File: src/design/dual_thrust_breakout_signal_assert.svh
// Assertion helpers for the breakout signal block.
// Both expect aclk and aresetn in the scope where they are used.
`ifndef DUAL_THRUST_BREAKOUT_SIGNAL_ASSERT_SVH
`define DUAL_THRUST_BREAKOUT_SIGNAL_ASSERT_SVH

// Consequent must hold in the same cycle as the antecedent.
`define DTB_ASSERT_SAME(lbl, ante, cons) \
    lbl: assert property (@(posedge aclk) disable iff (!aresetn) (ante) |-> (cons)) \
        else $error("dtb: same-cycle check failed");

// Consequent must hold in the cycle after the antecedent.
`define DTB_ASSERT_NEXT(lbl, ante, cons) \
    lbl: assert property (@(posedge aclk) disable iff (!aresetn) (ante) |=> (cons)) \
        else $error("dtb: next-cycle check failed");

`endif

File: src/design/dtb_pkg.sv
package dtb_pkg;

    localparam int HISTORY_DEPTH_DEF = 64;
    localparam int PRICE_BITS_DEF    = 31;

    localparam int GAIN_W     = 16;
    localparam int GAIN_FRAC  = 12;
    localparam int WDAYS_W    = 7;
    localparam int CFG_IDX_W  = 2;
    localparam int CFG_DATA_W = 16;
    localparam int BAND_W     = 36;
    localparam int SIG_W      = 3;
    localparam int TGT_W      = 8;
    localparam int POS_W      = 2;

    localparam logic [CFG_IDX_W-1:0] REG_WINDOW_DAYS = 2'd0;
    localparam logic [CFG_IDX_W-1:0] REG_UPPER_GAIN  = 2'd1;
    localparam logic [CFG_IDX_W-1:0] REG_LOWER_GAIN  = 2'd2;
    localparam logic [CFG_IDX_W-1:0] REG_STOCK_MODE  = 2'd3;

    localparam logic [WDAYS_W-1:0] WINDOW_DAYS_RST = 7'd21;
    localparam logic [GAIN_W-1:0]  UPPER_GAIN_RST  = 16'd2048;
    localparam logic [GAIN_W-1:0]  LOWER_GAIN_RST  = 16'd2048;
    localparam logic               STOCK_MODE_RST  = 1'b0;

    localparam logic signed [BAND_W-1:0] BAND_MAX = 36'sh7_FFFF_FFFF;
    localparam logic signed [BAND_W-1:0] BAND_MIN = -36'sh8_0000_0000;

    localparam logic signed [TGT_W-1:0] UNIT_STOCK = 8'sd100;
    localparam logic signed [TGT_W-1:0] UNIT_PLAIN = 8'sd1;

    localparam logic [POS_W-1:0] POS_FLAT = 2'b00;
    localparam logic [POS_W-1:0] POS_LONG = 2'b01;

    typedef enum logic [SIG_W-1:0] {
        SIG_NONE        = 3'd0,
        SIG_ENTER_LONG  = 3'd1,
        SIG_ENTER_SHORT = 3'd2,
        SIG_EXIT_LONG   = 3'd3,
        SIG_EXIT_SHORT  = 3'd4
    } signal_t;

    typedef enum logic [2:0] {
        ST_IDLE,
        ST_SCAN,
        ST_RANGE,
        ST_MUL_UP,
        ST_MUL_LO,
        ST_BAND_LO,
        ST_DECIDE
    } state_t;

    typedef struct packed {
        logic fold;
        logic first;
        logic calc;
        logic zero;
    } scan_ctrl_t;

    typedef struct packed {
        logic mul_go;
        logic mul_lower;
        logic upd_upper;
        logic upd_lower;
    } band_ctrl_t;

endpackage

File: src/design/dtb_band.sv
module dtb_band
    import dtb_pkg::*;
#(
    parameter int PRICE_BITS = PRICE_BITS_DEF
) (
    input  logic                       aclk,
    input  band_ctrl_t                 ctrl,
    input  logic [GAIN_W-1:0]          upper_gain,
    input  logic [GAIN_W-1:0]          lower_gain,
    input  logic [PRICE_BITS-1:0]      open,
    input  logic signed [PRICE_BITS:0] range,
    output logic signed [BAND_W-1:0]   upper,
    output logic signed [BAND_W-1:0]   lower
);

    localparam int RW        = PRICE_BITS + 1;
    localparam int PW        = RW + GAIN_W + 1;
    localparam int CW        = PW - GAIN_FRAC;
    localparam int EXTW      = (PRICE_BITS + 8 > BAND_W + 1) ? PRICE_BITS + 8 : BAND_W + 1;
    localparam int ROUND_ADD = (1 << GAIN_FRAC) - 1;
    localparam logic signed [EXTW-1:0] BMAX_EXT = EXTW'(BAND_MAX);
    localparam logic signed [EXTW-1:0] BMIN_EXT = EXTW'(BAND_MIN);

    logic signed [PW-1:0]     prod_reg, prod_next, rounded;
    logic signed [CW-1:0]     ceil_v;
    logic signed [EXTW-1:0]   open_ext, c_ext, addend, sum;
    logic signed [BAND_W-1:0] band_sat;
    logic signed [BAND_W-1:0] upper_reg, lower_reg;

    // one multiplier shared by both gains
    assign prod_next = $signed({1'b0, (ctrl.mul_lower ? lower_gain : upper_gain)}) * range;

    // ceil(k*range / 4096): add fraction mask, arithmetic shift
    always_comb begin
        rounded  = (prod_reg + PW'(ROUND_ADD)) >>> GAIN_FRAC;
        ceil_v   = rounded[CW-1:0];
        c_ext    = EXTW'(ceil_v);
        open_ext = EXTW'({1'b0, open});
        addend   = ctrl.upd_lower ? -c_ext : c_ext;
        sum      = open_ext + addend;
        if (sum > BMAX_EXT) begin
            band_sat = BAND_MAX;
        end else if (sum < BMIN_EXT) begin
            band_sat = BAND_MIN;
        end else begin
            band_sat = sum[BAND_W-1:0];
        end
    end

    always_ff @(posedge aclk) begin
        if (ctrl.mul_go) begin
            prod_reg <= prod_next;
        end
        if (ctrl.upd_upper) begin
            upper_reg <= band_sat;
        end
        if (ctrl.upd_lower) begin
            lower_reg <= band_sat;
        end
    end

    assign upper = upper_reg;
    assign lower = lower_reg;

endmodule

File: config.mk
export PLATFORM = sky130hd
export DESIGN_NAME = dtb_band
export DESIGN_NICKNAME = d
export VERILOG_FILES = /design/src/design/dual_thrust_breakout_signal_assert.svh /design/src/design/dtb_pkg.sv /design/src/design/dtb_band.sv
export SDC_FILE = /design/constraint.sdc
export NUM_CORES = 2
export LEC_CHECK = 0
export BUFFER_PORTS_ARGS = -buffer_cell sky130_fd_sc_hd__clkbuf_2
export CAP_MARGIN = 15
export CORE_MARGIN = 1
export CORE_UTILIZATION = 45
export CTS_CLUSTER_SIZE = 30
export DETAILED_ROUTE_END_ITERATION = 8
export PLACE_DENSITY = 0.72
export REMOVE_ABC_BUFFERS = 1
export SLEW_MARGIN = 10
export SYNTH_ARGS = -nofsm -noshare
export SYNTH_HDL_FRONTEND = slang
export SYNTH_SLANG_ARGS = --single-unit
File: constraint.sdc
create_clock -name aclk -period 11.7 [get_ports aclk]
set_input_delay 0 -clock aclk [delete_from_list [all_inputs] [get_ports aclk]]
set_output_delay 0 -clock aclk [all_outputs]
set_load 0.05 [all_outputs]
# == Yosys cells after proc, flatten, opt, wreduce, memory -nomap -nowiden ==
# Cells that the tools add are included.
# totals
mem_bits_rw,0
mem_count,0
reg_bits,121
latch_bits,0
mem_bits_ro,0
# classes
n_lt_le_gt_ge,2
n_mux,4
reduce_logical,0
div_mod_pow,0
n_mul,1
n_bitwise,0
shifts,0
n_eq_ne,0
n_addsub,3
# ops
cell,n
$mux W36,2
$add A49 B13 Y49 const B,1
$mul A17 B32 Y49,1
$add A32 B39 Y39,1
$gt A39 B36 Y1 const B,1
$lt A39 B36 Y1 const B,1
$mux W39,1
$neg A37 Y39,1
$mux W16,1

# == Logic depth before layout (Yosys ltp) ==
# logic_depth
word_depth,7
depth_mapped,30

# == Least setup slack after synthesis ==
# OpenSTA, ideal clock, no wires.
# synth_path
kind,input to register
startpoint,input ctrl[2] in the netlist's numbering
endpoint,register prod_reg[45] (data pin)
path_buffers,3
setup_slack_ps,4617
arrival_ps,6818
setup_time_ps,265
stages,26
cell_sequence,clkbuf_1 buf_1 mux2i_1 clkbuf_1 nor2b_1 fa_1 fa_1 inv_1 fa_1 fa_1 fa_1 inv_1 fa_1 ha_1 a21o_1 a21o_1 a21o_1 a21o_1 a221oi_1 nand2_1 o21ai_0 o311ai_0 o22ai_1 o21a_1 o21ai_0 xor2_1
# synth_via
elab_chain_cells,2
# synth_lines
element,line,source
start: declaration,dtb_band.sv:7,"input band_ctrl_t ctrl,"
$mux W16,dtb_band.sv:31,"assign prod_next = $signed({1'b0, (ctrl.mul_lower ? lower_gain : upper_gain)}) * range;"
$mul A17 B32 Y49,dtb_band.sv:31,
net prod_next[45],dtb_band.sv:24,"logic signed [PW-1:0] prod_reg, prod_next, rounded;"
end signal: assignment,dtb_band.sv:52,prod_reg <= prod_next;
end: declaration,dtb_band.sv:24,
# The timed path passes the listed nets, and every way through them passes these cells.
# A chain may end at the register's enable or synchronous reset.

# == Worst setup path after layout ==
# Same ends and word-level chain as after synthesis.

==> run_results.csv <==
group,metric,value,unit
layout,largest_register_ff_count,49,
global_routing,grt_pass1_vias,19100,
clock_network,clk_pin_slew,0.06,ns
critical_path,worstPathMaxFanout,32,
global_routing,grt_pass1_wl,99700,um
clock_network,cts-buffers-inserted,17,
layout,drive_gt1_share,8.74,%
floorplanning,rows,86,
synth,synthCells,2695,
timing,min_period,7.46,ns
timing,whs,0.0472,ns
routing,drc_errors,0,
timing,tightest_slew,1.13,ns
floorplanning,coreArea,55300,sq um
layout,diodes,0,
synth,ys_seq_area_share,14.4,%
global_routing,met3_usage,5.45,%
routing,ant_nets,0,
timing,finalSetupTns,0,ns
global_routing,grt_use_met2,35.7,%
layout,instances_no_fill,3539,
synth,yosys.area.top_type_share,38.7,%
place,gp_congestion,0.891,
timing,maxSlewViolCount,0,
critical_path,cp-end-kind,"flip-flop",
critical_path,critPathLaunch,"ctrl[2]",
critical_path,worstPathArrival,7.63,ns
routing,drtPass1Iterations,5,
synth,synth_top_area_cell,"fa_1",
synth,ys_ff_latch,121,
timing,max_clock_freq,134,MHz
synth,synth-edff-count,121,
routing,via_count,18300,
critical_path,required,11.86,ns
global_routing,grt.met1_usage,30.0,%
layout,ff_latch_area,3630,sq um
clock_network,postCtsSetupRepairBufs,0,
clock_network,insertion_delay,0.43,ns
min_path,hp-class,"in -> reg",
timing,slew_headroom,22.9,%
layout,fillCellCount,5168,
clock_network,cts_tree,"done",
place,dpl.cell_count,3504,
floorplanning,top_level_ports,172,
place,hpwlAfterDp,47400,um
global_routing,grt-busiest-layer,"met2",
critical_path,startpoint_type,"input port",
synth,ys_types,74,
clock_network,cts_max_level,4,
layout,area_growth,8.27,%
global_routing,grt.total_usage,22.2,%
floorplanning,dieArea,57200,sq um
global_routing,grt.overflow.total,0,
synth,yosys_warnings,0,
timing,setup_viol,0,
floorplanning,die_y,239,um
routing,drt_iter0_markers,999,
global_routing,grt_max_degree,80,
synth,synthArstFlopShare,0,%
timing,fin_crit_sh,63.8,%
critical_path,path_class,"in -> reg",
layout,multi_input_comb_area,19200,sq um
global_routing,grt_antenna_before_repair,0,
timing,skew,0.0107,ns
min_path,hp-start,"ctrl[3]",
synth,synth_area_leaders,"fa_1 (39%), edfxtp_1 (14%), inv_1 (8.1%)",
run,max-cap-violations,0,
synth,ys.flop_type,"edfxtp_1",
routing,wl_per_cell,17.0,um
layout,final_nets,3518,
clock_network,cts_resized,0,
synth,avgSynthCellArea,9.39,sq um
floorplanning,start_util,45.8,%
synth,syn_area,25300,sq um
clock_network,clkSinkCount,121,
routing,wl,60200,um
routing,viasPerCell,5.16,
floorplanning,die_w,239,um
outcome,outcome,"completed",
place,port_buffers,171,
clock_network,cts_hold_buf,1,
clock_network,clockBufferDepth,2,
timing,hold_viol_final,0,
critical_path,r2r_start,"prod_reg[10]",
timing,rsz0062_at_grt,"false",
clock_network,root_buffer,"clkbuf_16",
## critical path, stage by stage
cell and delay (ns):
clkbuf_2 0.46, mux2_2 0.81, nand2_1 0.19, fa_1 0.57, inv_1 0.06, fa_1 0.53
inv_1 0.06, fa_1 0.49, fa_1 0.52, fa_1 0.50, inv_1 0.05, fa_1 0.46
ha_1 0.37, a21o_1 0.18, a21o_1 0.17, a21o_1 0.18, a21o_1 0.18, a221oi_1 0.27
nand2_1 0.14, o21ai_0 0.29, o311ai_0 0.25, o22ai_1 0.30, o21a_1 0.25, o21ai_0 0.15
xor2_1 0.16
## layer usage
layer / vias to the layer above / wire, um
li1: 8524 / -
met3: 81 / 5530
met4: 0 / 1000
met2: 682 / 27400
met5: - / 0
met1: 8973 / 26300
## worst paths after layout
path | to | depth (start not counted) | slack (ns)
setup / recovery | prod_reg[45] | 25 | 4.24
hold / removal | prod_reg[47] | 1 | 0.05
setup reg to reg | upper[2] | 25 | 4.39
hold reg to reg | upper[0] | 3 | 1.06
## synthesized netlist by cell type (12+ instances only)
master,n
nor2b_1,160
nor2_1,64
clkbuf_1,97
xnor2_1,93
nand3_1,28
nor3_1,17
mux2_2,13
o21ai_0,58
a21o_1,73
nand2b_1,22
o21bai_1,15
xor2_1,31
a21oi_1,77
inv_1,544
nand2_1,374
nand4_1,12
edfxtp_1,121
fa_1,490
and2_1,49
o21a_1,26
ha_1,150
and3_1,18
## placed cells by master (no fill, tap or decap), types with 15 or more instances in the layout
| cell type | count |
|---|---|
| a21o_1 | 73 |
| a21oi_1 | 77 |
| and2_1 | 49 |
| and3_1 | 18 |
| clkbuf_16 | 17 |
| clkbuf_2 | 170 |
| edfxtp_1 | 121 |
| fa_1 | 490 |
| ha_1 | 150 |
| inv_1 | 544 |
| nand2_1 | 374 |
| nand2b_1 | 22 |
| nand3_1 | 28 |
| nor2_1 | 64 |
| nor2b_1 | 160 |
| nor3_1 | 17 |
| o21a_1 | 26 |
| o21ai_0 | 58 |
| o21bai_1 | 15 |
| xnor2_1 | 93 |
| xor2_1 | 31 |
## cell families (layout without fill, tap and decap cells)
logic type / count (synthesis) / in the layout / share of synthesized area (%)
buffers and inverters: 660 / 756 / 10.0
XOR/XNOR: 125 / 125 / 4.35
multiplexers: 24 / 24 / 1.01
AO/OA/AOI/OAI: 322 / 322 / 8.37
adder cells (fa/ha/maj): 640 / 640 / 46.2
AND/OR/NAND/NOR: 803 / 803 / 15.8
flip-flops: 121 / 121 / 14.4
## through the flow
stage / cell area [sq um] / setup slack (ns) / util, %
floorplan: 24800 / 4.55 / -
global placement: 26700 / 3.98 / 48.3
detailed placement: 26700 / 3.83 / 48.3
CTS: 27400 / 3.97 / 49.5
global route: 27400 / 3.76 / 49.6
finish: 27400 / 4.24 / 49.6
## area by class of cell
class                           count  share of cell area [%]
Clock inverter                     14                   0.707
Tap cell                          748                    3.41
Sequential cell                   121                    13.3
Clock buffer                       18                    1.57
Timing Repair Buffer              180                    3.51
Multi-Input combinational cell   1914                    70.1
Inverter                          544                    7.45
Power is not shown: default switching activity piles up to over one toggle a cycle in this logic, so the estimate is an artifact.
