$ cat src/design/dual_thrust_breakout_signal_assert.svh
// Assertion helpers for the breakout signal block.
// Both expect aclk and aresetn in the scope where they are used.
`ifndef DUAL_THRUST_BREAKOUT_SIGNAL_ASSERT_SVH
`define DUAL_THRUST_BREAKOUT_SIGNAL_ASSERT_SVH

// Consequent must hold in the same cycle as the antecedent.
`define DTB_ASSERT_SAME(lbl, ante, cons) \
    lbl: assert property (@(posedge aclk) disable iff (!aresetn) (ante) |-> (cons)) \
        else $error("dtb: same-cycle check failed");

// Consequent must hold in the cycle after the antecedent.
`define DTB_ASSERT_NEXT(lbl, ante, cons) \
    lbl: assert property (@(posedge aclk) disable iff (!aresetn) (ante) |=> (cons)) \
        else $error("dtb: next-cycle check failed");

`endif

$ cat src/design/dtb_pkg.sv
package dtb_pkg;

    localparam int HISTORY_DEPTH_DEF = 64;
    localparam int PRICE_BITS_DEF    = 31;

    localparam int GAIN_W     = 16;
    localparam int GAIN_FRAC  = 12;
    localparam int WDAYS_W    = 7;
    localparam int CFG_IDX_W  = 2;
    localparam int CFG_DATA_W = 16;
    localparam int BAND_W     = 36;
    localparam int SIG_W      = 3;
    localparam int TGT_W      = 8;
    localparam int POS_W      = 2;

    localparam logic [CFG_IDX_W-1:0] REG_WINDOW_DAYS = 2'd0;
    localparam logic [CFG_IDX_W-1:0] REG_UPPER_GAIN  = 2'd1;
    localparam logic [CFG_IDX_W-1:0] REG_LOWER_GAIN  = 2'd2;
    localparam logic [CFG_IDX_W-1:0] REG_STOCK_MODE  = 2'd3;

    localparam logic [WDAYS_W-1:0] WINDOW_DAYS_RST = 7'd21;
    localparam logic [GAIN_W-1:0]  UPPER_GAIN_RST  = 16'd2048;
    localparam logic [GAIN_W-1:0]  LOWER_GAIN_RST  = 16'd2048;
    localparam logic               STOCK_MODE_RST  = 1'b0;

    localparam logic signed [BAND_W-1:0] BAND_MAX = 36'sh7_FFFF_FFFF;
    localparam logic signed [BAND_W-1:0] BAND_MIN = -36'sh8_0000_0000;

    localparam logic signed [TGT_W-1:0] UNIT_STOCK = 8'sd100;
    localparam logic signed [TGT_W-1:0] UNIT_PLAIN = 8'sd1;

    localparam logic [POS_W-1:0] POS_FLAT = 2'b00;
    localparam logic [POS_W-1:0] POS_LONG = 2'b01;

    typedef enum logic [SIG_W-1:0] {
        SIG_NONE        = 3'd0,
        SIG_ENTER_LONG  = 3'd1,
        SIG_ENTER_SHORT = 3'd2,
        SIG_EXIT_LONG   = 3'd3,
        SIG_EXIT_SHORT  = 3'd4
    } signal_t;

    typedef enum logic [2:0] {
        ST_IDLE,
        ST_SCAN,
        ST_RANGE,
        ST_MUL_UP,
        ST_MUL_LO,
        ST_BAND_LO,
        ST_DECIDE
    } state_t;

    typedef struct packed {
        logic fold;
        logic first;
        logic calc;
        logic zero;
    } scan_ctrl_t;

    typedef struct packed {
        logic mul_go;
        logic mul_lower;
        logic upd_upper;
        logic upd_lower;
    } band_ctrl_t;

endpackage

$ cat src/design/dtb_extremes.sv
module dtb_extremes
    import dtb_pkg::*;
#(
    parameter int PRICE_BITS = PRICE_BITS_DEF
) (
    input  logic                         aclk,
    input  scan_ctrl_t                   ctrl,
    input  logic [PRICE_BITS-1:0]        rd_high,
    input  logic [PRICE_BITS-1:0]        rd_low,
    input  logic [PRICE_BITS-1:0]        rd_close,
    output logic signed [PRICE_BITS:0]   range
);

    logic [PRICE_BITS-1:0] hh_reg, ll_reg, hc_reg, lc_reg;
    logic [PRICE_BITS-1:0] hh_next, ll_next, hc_next, lc_next;
    logic signed [PRICE_BITS:0] span_a, span_b;
    logic signed [PRICE_BITS:0] range_reg, range_next;

    // fold one history entry into the running extremes
    always_comb begin
        hh_next = (ctrl.first || rd_high > hh_reg)  ? rd_high  : hh_reg;
        ll_next = (ctrl.first || rd_low < ll_reg)   ? rd_low   : ll_reg;
        hc_next = (ctrl.first || rd_close > hc_reg) ? rd_close : hc_reg;
        lc_next = (ctrl.first || rd_close < lc_reg) ? rd_close : lc_reg;
    end

    always_comb begin
        span_a = $signed({1'b0, hh_reg}) - $signed({1'b0, lc_reg});
        span_b = $signed({1'b0, hc_reg}) - $signed({1'b0, ll_reg});
        if (ctrl.zero) begin
            range_next = '0;
        end else begin
            range_next = (span_a > span_b) ? span_a : span_b;
        end
    end

    always_ff @(posedge aclk) begin
        if (ctrl.fold) begin
            hh_reg <= hh_next;
            ll_reg <= ll_next;
            hc_reg <= hc_next;
            lc_reg <= lc_next;
        end
        if (ctrl.calc) begin
            range_reg <= range_next;
        end
    end

    assign range = range_reg;

endmodule

$ cat config.mk
export PLATFORM = sky130hd
export DESIGN_NAME = dtb_extremes
export DESIGN_NICKNAME = d
export VERILOG_FILES = /design/src/design/dual_thrust_breakout_signal_assert.svh /design/src/design/dtb_pkg.sv /design/src/design/dtb_extremes.sv
export SDC_FILE = /design/constraint.sdc
export NUM_CORES = 1
export LEC_CHECK = 0
export ABC_AREA = 1
export CAP_MARGIN = 25
export CORE_UTILIZATION = 30
export CTS_CLUSTER_SIZE = 12
export DETAILED_ROUTE_END_ITERATION = 8
export DONT_BUFFER_PORTS = 1
export SYNTH_ARGS = -nofsm -noshare
export SYNTH_HDL_FRONTEND = slang
export SYNTH_SLANG_ARGS = --single-unit
$ cat constraint.sdc
create_clock -name aclk -period 9.05 [get_ports aclk]
set_input_delay 2.715 -clock aclk [delete_from_list [all_inputs] [get_ports aclk]]
set_output_delay 2.715 -clock aclk [all_outputs]
set_load 0.05 [all_outputs]
**Word level (Yosys, flattened, before mapping)**

Index checks and enable logic that the tools add are counted.

- Memories kept: 0
- Output and inout bits: 32
- Bits in writable memories: 0
- Register bits: 156
- Latch bits: 0
- Bits in read-only memories: 0

- Eq/ne operators: 0
- Add/subtract/negate cells: 2
- $lt $le $gt $ge: 5
- Multiplexer cells: 1
- $mul: 0
- Divide/modulo/power cells: 0
- Bitwise gates (word level): 0
- Shifts and indexed selects: 0
- Reduce and logical (&&, ||, !) cells: 8

Operators with widths:

| kind | number |
|---|---|
| subtractor 31 x 31 -> 32 bit | 2 |
| greater-than comparator 31 bit | 2 |
| less-than comparator 31 bit | 2 |
| greater-than comparator 32 bit | 1 |
| two-way mux 32 bit | 1 |
| AND reduction 2 bit | 4 |
| logical OR 1 bit | 4 |

**Longest topological paths before layout**

Gate-level depths: netlist of the first run.

- Depth after elaboration: 3
- Mapped depth: 28
- Depth with buffers taken out: 27

**Worst setup path after synthesis of the first run**

No wires, ideal clock.

- Kind: input to register
- Start: input port rd_high[14]
- End: register hh_reg[0], enable pin
- Stages on the path: 10
- Arrival time: 5.294 ns
- Library setup time: 0.430 ns
- Data required time: 8.621 ns
- Setup slack: 3.327 ns
- Path through: ha_1 > nand2_1 > inv_1 > nand3_1 > or2_2 > o21ai_0 > nand3b_1 > nand2_1 > nand2_1 > a21oi_1

- Cells in the longest elaborated chain, start to end: 3

Ends and longest elaborated chain:

| item | line | RTL |
|---|---|---|
| start, declared | dtb_extremes.sv:8 | `input logic [PRICE_BITS-1:0] rd_high,` |
| greater-than comparator 31 bit | dtb_extremes.sv:21 | `hh_next = (ctrl.first \|\| rd_high > hh_reg) ? rd_high : hh_reg;` |
| logical OR 1 bit | dtb_extremes.sv:21 |  |
| AND reduction 2 bit (no source line) | -- |  |
| end signal, assigned | dtb_extremes.sv:39 | `hh_reg <= hh_next;` |
| end, declared | dtb_extremes.sv:14 | `logic [PRICE_BITS-1:0] hh_reg, ll_reg, hc_reg, lc_reg;` |

Every way passes these cells.
A chain may end at the register's enable or synchronous reset.

**Worst setup path in the final report of the first run**

- Start: input port rd_close[30]
- End: register hc_reg[7], enable pin

- Cells in the longest elaborated chain, start to end: 3

Ends and longest elaborated chain:

| item | line | RTL |
|---|---|---|
| start, declared | dtb_extremes.sv:10 | `input logic [PRICE_BITS-1:0] rd_close,` |
| greater-than comparator 31 bit | dtb_extremes.sv:23 | `hc_next = (ctrl.first \|\| rd_close > hc_reg) ? rd_close : hc_reg;` |
| logical OR 1 bit | dtb_extremes.sv:23 |  |
| AND reduction 2 bit (no source line) | -- |  |
| end signal, assigned | dtb_extremes.sv:41 | `hc_reg <= hc_next;` |
| end, declared | dtb_extremes.sv:14 |  |

Every way passes these cells.

==> impl_summary.txt, run 1 <==
----------------------------------------------------
[Hold path]
  Min-delay worst type ... reg -> reg

[Timing]
  # setup viols final ... 0
  Shortest clock period the worst path allows after layout ... 4.69 ns
  Max Slew Vio Count ... 0
  Sum of negative setup slack ... 0 ns
  Least-Margin Pin Slew ... 0.762 ns
  Headroom to the max-slew limit ... 49.2%
  Unrepaired setup endpoints after global routing ... no
  Worst setup skew after layout ... 0.0194 ns
  Final hold violations ... 0
  Post-route clock period utilization ... 51.8%
  Fmax ... 0.213 GHz

[Final layout]
  Layout cell share with drive strength beyond 1 ... 3.74%
  Number of flip-flops under the largest register name ... 32
  Layout Nets ... 2039
  Antenna diode instance count ... 0
  Utilization after layout ... 33.8%
  Layout-stage area growth over the synthesis result ... 10.0%

[Drt]
  First DRT Iteration DRCs ... 722
  Residual DRC ... 0
  ANT nets after route ... 0
  Via count ... 11400
  Vias per cell ... 4.90
  Iteration count of the initial detailed-routing pass ... 5
  Routed length per placed instance ... 17.0 um
  Post-Route WL ... 39.4 mm

[Placed design]
  PortBufs ... 0
  Placer congestion estimate ... 1.00
  Half-perimeter wire length of the detailed placement result ... 33.4 mm

[Worst setup path]
  Data required time at the worst endpoint ... 9.19 ns
  Crit Path Class ... in -> reg
  Element type at the critical path start ... input port
  Top fanout value on the critical path ... 19
  Data arrival at the endpoint of the critical path ... 4.83 ns
  Worst Setup End Kind ... register

[Pwr]
  Max VDD drop ... 116 uV
  Total chip power ... 2.64 mW
  Pwr dens ... 180 nW/um^2
  Leakage ... 7.24 nW

[Floorplanning]
  Ports placed on the boundary ... 130
  Die W ... 213 um
  Die area ... 45200 sq um
  Die Ht ... 213 um
  Cell Rows ... 76
  Initial standard-cell utilization of the core ... 30.7%
  Core outline area ... 43400 sq um

[Clock network]
  Number of H-tree levels ... 4
  Post-CTS Setup Inserts ... 0
  Maximum root-to-sink buffer count ... 2
  Number of buffers added by the clock tree synthesis step ... 17
  Number of cells upsized or downsized after cts ... 0
  Number of hold buffers added after CTS ... 0
  Register clock-pin slew on the reported worst setup and hold paths ... 0.08 ns
  Clock insertion delay at the later pin of the skew report ... 0.47 ns
  Clock net sink count ... 156
  Clock tree from TritonCTS ... yes
  Cell chosen for the clock root ... sky130_fd_sc_hd__clkbuf_16

[Global routing]
  Largest net degree at the start of global routing ... 53
  Global Route Usage Sum ... 18.2%
  Total congestion overflow after global routing ... 0
  Initial antenna violation count ... 0
  Number of global-route vias before repair ... 11300
  First-pass GRT wire length ... 61.2 mm

[Synthesis]
  Number of nets produced by synthesis ... 2025
  Synthesis-stage register bit count ... 156
  Cell types with the largest area share after synthesis ... sky130_fd_sc_hd__edfxtp_1 35%, sky130_fd_sc_hd__ha_1 20%, sky130_fd_sc_hd__nand2_1 13%, sky130_fd_sc_hd__inv_1 7.9%, sky130_fd_sc_hd__a21oi_1 5.3%
  Number of distinct standard cells referenced by the synthesized netlist ... 36
  Synthesized area divided by synthesized cell count ... 7.79 sq um
  Yosys top cell by area ... sky130_fd_sc_hd__edfxtp_1
  Predominant post-synthesis flop cell ... sky130_fd_sc_hd__edfxtp_1
  Synthesized instance count ... 1709
  Share of Yosys cell area claimed by the top area cell type ... 35.2%
  Number of enable flip-flop cells after synthesis ... 156
  Most frequently used cell type in the post-synthesis netlist ... sky130_fd_sc_hd__nand2_1
  Top cells by count, synth ... 463 x sky130_fd_sc_hd__nand2_1, 280 x sky130_fd_sc_hd__inv_1, 216 x sky130_fd_sc_hd__ha_1, 168 x sky130_fd_sc_hd__nor2_1, 156 x sky130_fd_sc_hd__edfxtp_1
  Share of synthesized registers carrying an async set or reset ... 0%
  Synth warnings ... 0
  Cell Area, Synth ... 13300 sq um
  Sequential element share of the synthesized area ... 35.2%

[Job]
  Max Cap Violations ... 0

[Run status]
  Outcome ... complete, no violations

----------------------------------------------------
cell type report:
type | count | area [sq um]
clock buffer | 17 | 425
clock inverter | 15 | 130
fill | 4572 | 28700
inverter | 290 | 1090
multi-input combinational | 1253 | 7490
sequential | 156 | 4680
tap | 585 | 732
timing repair buffer | 5 | 90.1
cell usage in the layout, fill, tap and decap left out, types with 3 or more instances in the layout:
cell type	instances
sky130_fd_sc_hd__nand2_1	463
sky130_fd_sc_hd__nand3b_1	9
sky130_fd_sc_hd__inv_6	5
sky130_fd_sc_hd__a21oi_1	138
sky130_fd_sc_hd__o21bai_1	5
sky130_fd_sc_hd__nor3_1	13
sky130_fd_sc_hd__o211ai_1	9
sky130_fd_sc_hd__inv_1	280
sky130_fd_sc_hd__nand4_1	30
sky130_fd_sc_hd__a21o_1	7
sky130_fd_sc_hd__nand3_1	71
sky130_fd_sc_hd__nand2_2	5
sky130_fd_sc_hd__a31oi_1	3
sky130_fd_sc_hd__inv_8	3
sky130_fd_sc_hd__a21oi_2	4
sky130_fd_sc_hd__o21a_1	5
sky130_fd_sc_hd__nor2_1	168
sky130_fd_sc_hd__clkinv_4	4
sky130_fd_sc_hd__clkbuf_16	17
sky130_fd_sc_hd__xnor2_1	19
sky130_fd_sc_hd__ha_1	216
sky130_fd_sc_hd__inv_2	10
sky130_fd_sc_hd__xor2_1	17
sky130_fd_sc_hd__edfxtp_1	156
sky130_fd_sc_hd__o21ai_0	52
path summary, 6_finish.rpt:
check / depth (start not counted) / startpoint / slack, ns / end
max reg2reg: 21 / ll_reg[0]$_DFFE_PP_ / 4.44 / range[16]$_SDFFCE_PP0P_
min reg2reg: 4 / lc_reg[0]$_DFFE_PP_ / 0.90 / range[0]$_SDFFCE_PP0P_
max: 10 / rd_close[30] / 4.36 / hc_reg[7]$_DFFE_PP_
min: 4 / lc_reg[0]$_DFFE_PP_ / 0.90 / range[0]$_SDFFCE_PP0P_
metal layers:
metal	global-route usage [%]	vias up	share of wire, %
li1	-	5709	-
met1	24.4	5272	47
met2	29.0	341	44
met3	3.34	56	6.8
met4	6.90	0	2.7
met5	0	-	0
metrics by stage:
| stage | hold WS (ns) | instances | worst slack, ns | cell area, sq um |
|---|---|---|---|---|
| floorplan | 0.754 | 1709 | 3.33 | 13300 |
| global placement | 0.874 | 2286 | 3.87 | 14000 |
| detailed placement | 0.876 | 2286 | 3.83 | 14000 |
| CTS | 0.898 | 2318 | 4.35 | 14600 |
| global route | 0.931 | 2321 | 4.12 | 14600 |
| finish | 0.897 | 2321 | 4.36 | 14600 |
worst max-delay path, stage by stage:
cell                      delay [ns]
sky130_fd_sc_hd__ha_1           0.27
sky130_fd_sc_hd__nand2_1        0.07
sky130_fd_sc_hd__nor2_1         0.14
sky130_fd_sc_hd__nand3_1        0.16
sky130_fd_sc_hd__nor3_1         0.22
sky130_fd_sc_hd__nand3_1        0.11
sky130_fd_sc_hd__nand2_1        0.06
sky130_fd_sc_hd__nand2_1        0.05
sky130_fd_sc_hd__a21oi_2        0.61
sky130_fd_sc_hd__buf_4          0.40
report_power, final:
| part | leakage [nW] | internal, mW | switching, mW | total [mW] |
|---|---|---|---|---|
| clock | 0.275 | 0.360 | 0.340 | 0.700 |
| sequential | 1.51 | 0.892 | 0.144 | 1.04 |
| combinational | 5.45 | 0.308 | 0.595 | 0.903 |
| total | 7.24 | 1.56 | 1.08 | 2.64 |
logic make-up after synthesis:
logic type,after synthesis,synth area share [%]
simple gates,770,23.8
buf+inv,300,8.72
compound gates,229,9.32
fa+ha+maj,218,20.6
flops,156,35.2
xor+xnor,36,2.37
No activity file was read; power rests on OpenSTA's default activity.
==> inputs of run 2 (changes only) <==
==> constraint.sdc (replaced) <==
create_clock -name aclk -period 4.27 [get_ports aclk]
set_input_delay 1.281 -clock aclk [delete_from_list [all_inputs] [get_ports aclk]]
set_output_delay 1.281 -clock aclk [all_outputs]
set_load 0.05 [all_outputs]
==> run 2 against run 1 <==
  * Clock skew decreased by 0.0084 ns
  * Clock-buffer cell count increased by 2
  * Flip-flop and latch count unchanged
  * Clock power increased by 140%
  * Register-to-register slack got worse by 4.2 ns
  * Core utilization increased by 0.41 points
  * Wire length increased by 4.1%
  * Critical path type is now reg -> reg
==> impl_summary.txt, run 2 (synthesized netlist as in run 1, its figures left out) <==
----------------------------------------------------
[Run status]
  Outcome ... complete, no violations (unchanged)

[Placed design]
  Cell total after placement ... 2298 (was 2286)
  Half-perimeter wire length of the detailed placement result ... 34.7 mm (was 33.4 mm)
  PortBufs ... 0 (unchanged)
  Placer congestion estimate ... 0.968 (was 1.00)

[Clock network]
  Maximum root-to-sink buffer count ... 2 (unchanged)
  Clock tree from TritonCTS ... yes (unchanged)
  Clock net sink count ... 156 (unchanged)
  Number of buffers added by the clock tree synthesis step ... 17 (unchanged)
  Register clock-pin slew on the reported worst setup and hold paths ... 0.07 ns (was 0.08 ns)
  Cell chosen for the clock root ... sky130_fd_sc_hd__clkbuf_16 (unchanged)
  Clock insertion delay at the later pin of the skew report ... 0.45 ns (was 0.47 ns)
  Number of H-tree levels ... 4 (unchanged)

[Floorplanning]
  Die area ... 45200 sq um (unchanged)
  Core outline area ... 43400 sq um (unchanged)
  Die Ht ... 213 um (unchanged)
  Die W ... 213 um (unchanged)
  Initial standard-cell utilization of the core ... 30.7% (unchanged)
  Ports placed on the boundary ... 130 (unchanged)
  Cell Rows ... 76 (unchanged)

[Drt]
  Residual DRC ... 0 (unchanged)
  ANT nets after route ... 0 (unchanged)
  Vias per cell ... 4.89 (was 4.90)
  Routed length per placed instance ... 17.6 um (was 17.0 um)
  Wire length on met3 ... 2.77 mm (was 2.68 mm)
  WL met1 ... 19.3 mm (was 18.4 mm)
  Iteration count of the initial detailed-routing pass ... 5 (unchanged)
  Post-Route WL ... 41.1 mm (was 39.4 mm)
  Highest layer used for signal routing ... met4 (unchanged)
  Via count ... 11400 (about the same)
  Met2 routed wirelength ... 18.4 mm (was 17.3 mm)
  First DRT Iteration DRCs ... 774 (was 722)

[Final layout]
  Utilization after layout ... 34.2% (was 33.8%)
  Antenna diode instance count ... 0 (unchanged)
  Layout-stage area growth over the synthesis result ... 11.4% (was 10.0%)
  Layout cell share with drive strength beyond 1 ... 4.41% (was 3.74%)
  Most common library cell in the layout ignoring fill and taps ... sky130_fd_sc_hd__nand2_1 (unchanged)
  Layout Nets ... 2051 (was 2039)
  Filler-free cell count of the finished design ... 2333 (was 2321)
  Number of flip-flops under the largest register name ... 32 (unchanged)
  Most frequent cells in the layout ... 463 x sky130_fd_sc_hd__nand2_1, 280 x sky130_fd_sc_hd__inv_1, 215 x sky130_fd_sc_hd__ha_1 (was 463 x sky130_fd_sc_hd__nand2_1, 280 x sky130_fd_sc_hd__inv_1, 216 x sky130_fd_sc_hd__ha_1)

[Pwr]
  Max VDD drop ... 184 uV (was 116 uV)
  Leakage ... 7.33 nW (was 7.24 nW)
  Pwr dens ... 400 nW/um^2 (was 180 nW/um^2)

[Hold path]
  Startpoint of the lowest-slack hold path ... ll_reg[0]$_DFFE_PP_ (was lc_reg[0]$_DFFE_PP_)
  Destination of the worst hold path ... range[0]$_SDFFCE_PP0P_ (unchanged)
  Worst hold path depth ... 4 (unchanged)
  Min-delay worst type ... reg -> reg (unchanged)

[Timing]
  Unrepaired setup endpoints after global routing ... no (unchanged)
  # setup viols final ... 0 (unchanged)
  Shortest clock period the worst path allows after layout ... 3.99 ns
  Worst setup skew after layout ... 0.0110 ns (was 0.0194 ns)
  Post-route clock period utilization ... 93.5%
  Least-Margin Pin Slew ... 0.742 ns (was 0.762 ns)
  Final hold violations ... 0 (unchanged)
  Fmax ... 0.250 GHz
  Headroom to the max-slew limit ... 50.6% (was 49.2%)
  Sum of negative setup slack ... 0 ns (unchanged)
  Max Slew Vio Count ... 0 (unchanged)

[Job]
  Max Cap Violations ... 0 (unchanged)

[Global routing]
  Initial antenna violation count ... 0 (unchanged)
  Number of global-route vias before repair ... 11100 (was 11300)
  First-pass GRT wire length ... 61.5 mm (was 61.2 mm)
  Largest net degree at the start of global routing ... 40 (was 53)
  Global Route Usage Sum ... 18.4% (was 18.2%)
  Total congestion overflow after global routing ... 0 (unchanged)

[Worst setup path]
  Element type at the critical path start ... register (was input port)
  Worst Setup End Kind ... register (unchanged)
  Top fanout value on the critical path ... 19 (unchanged)
  Critical R2R Capture ... range[16]$_SDFFCE_PP0P_ (unchanged)
  Cells on worst reg2reg path ... 20 (was 21)
  Reg2Reg Launch Point ... hc_reg[13]$_DFFE_PP_ (was ll_reg[0]$_DFFE_PP_)
  Worst-case register-to-register setup slack ... 0.28 ns (was 4.44 ns)
  Crit Path Class ... reg -> reg (was in -> reg)
  Data arrival at the endpoint of the critical path ... 4.20 ns (was 4.83 ns)
  Data required time at the worst endpoint ... 4.48 ns (was 9.19 ns)

----------------------------------------------------
run 2: cell types whose count changed in the layout (fill, tap and decap cells not counted), sizes merged:
cell    change
buf        +11
clkbuf      +3
bufinv      +5
inv         -7
run 2: final cells by class:
class,instances,area [sq um]
Clock buffer,19,433
Fill cell,4616,28500
Timing Repair Buffer,17,178
Multi-Input combinational cell,1253,7510
Inverter,290,1090
Tap cell,585,732
Clock inverter,13,196
Sequential cell,156,4680
run 2: how the worst max path moves through the flow:
stage                               from                 endpoint  slack, ns  cells after the start
global placement    ll_reg[10]$_DFFE_PP_  range[13]$_SDFFCE_PP0P_       0.23                     23
global route         hc_reg[2]$_DFFE_PP_  range[20]$_SDFFCE_PP0P_       0.01                     23
floorplan                   rd_close[30]      hc_reg[0]$_DFFE_PP_       0.10                      9
finish              hc_reg[13]$_DFFE_PP_  range[16]$_SDFFCE_PP0P_       0.28                     20
CTS                  hh_reg[2]$_DFFE_PP_   range[7]$_SDFFCE_PP0P_       0.17                     23
detailed placement   hh_reg[2]$_DFFE_PP_   range[7]$_SDFFCE_PP0P_       0.18                     23
run 2: worst max-delay path, stage by stage (launching register included):
cell and delay (ns):
sky130_fd_sc_hd__edfxtp_1 0.45, sky130_fd_sc_hd__ha_1 0.38, sky130_fd_sc_hd__a21oi_1 0.24, sky130_fd_sc_hd__o21ai_0 0.24, sky130_fd_sc_hd__a21oi_1 0.36, sky130_fd_sc_hd__nand3_1 0.19
sky130_fd_sc_hd__xnor2_1 0.33, sky130_fd_sc_hd__ha_1 0.30, sky130_fd_sc_hd__nand2_1 0.06, sky130_fd_sc_hd__inv_1 0.05, sky130_fd_sc_hd__nand2_1 0.06, sky130_fd_sc_hd__nand2_1 0.04
sky130_fd_sc_hd__nand2_1 0.05, sky130_fd_sc_hd__nand3_1 0.08, sky130_fd_sc_hd__a21oi_2 0.20, sky130_fd_sc_hd__nand2_2 0.09, sky130_fd_sc_hd__nand2_2 0.07, sky130_fd_sc_hd__nand3_4 0.13
sky130_fd_sc_hd__clkbuf_16 0.22, sky130_fd_sc_hd__nor2_1 0.12, sky130_fd_sc_hd__nor2_1 0.06
run 2: through the flow:
step | area [sq um] | total power, mW | setup slack (ns) | hold slack, ns
2_1_floorplan | 13300 | 3.64 | 0.101 | 0.754
3_3_place_gp | 14100 | 4.15 | 0.228 | 0.844
3_5_place_dp | 14100 | 4.18 | 0.182 | 0.835
4_1_cts | 14800 | 5.89 | 0.167 | 0.848
5_1_grt | 14800 | 6.31 | 0.0133 | 0.892
6_report | 14800 | 5.93 | 0.277 | 0.853
run 2: routing by layer:
layer  up-vias  track usage, %
met2       311            29.5
met1      5337            24.9
met3        34            3.91
met4         0            4.89
met5         -               0
li1       5726               -
run 2: report_power, final:
group          switching, mW  internal, mW  leakage, nW
sequential             0.306          1.89         1.51
combinational           1.32         0.722         5.51
clock                  0.663          1.03        0.304
total                   2.29          3.64         7.33
run 2: timing repair:
action                                  in CTS  in global routing
hold buffers                                 0                  0
endpoints found under the setup margin       0                 31
hold endpoints to repair                     0                  0
gates resized for setup                      0                  6
buffers inserted                             0                  2
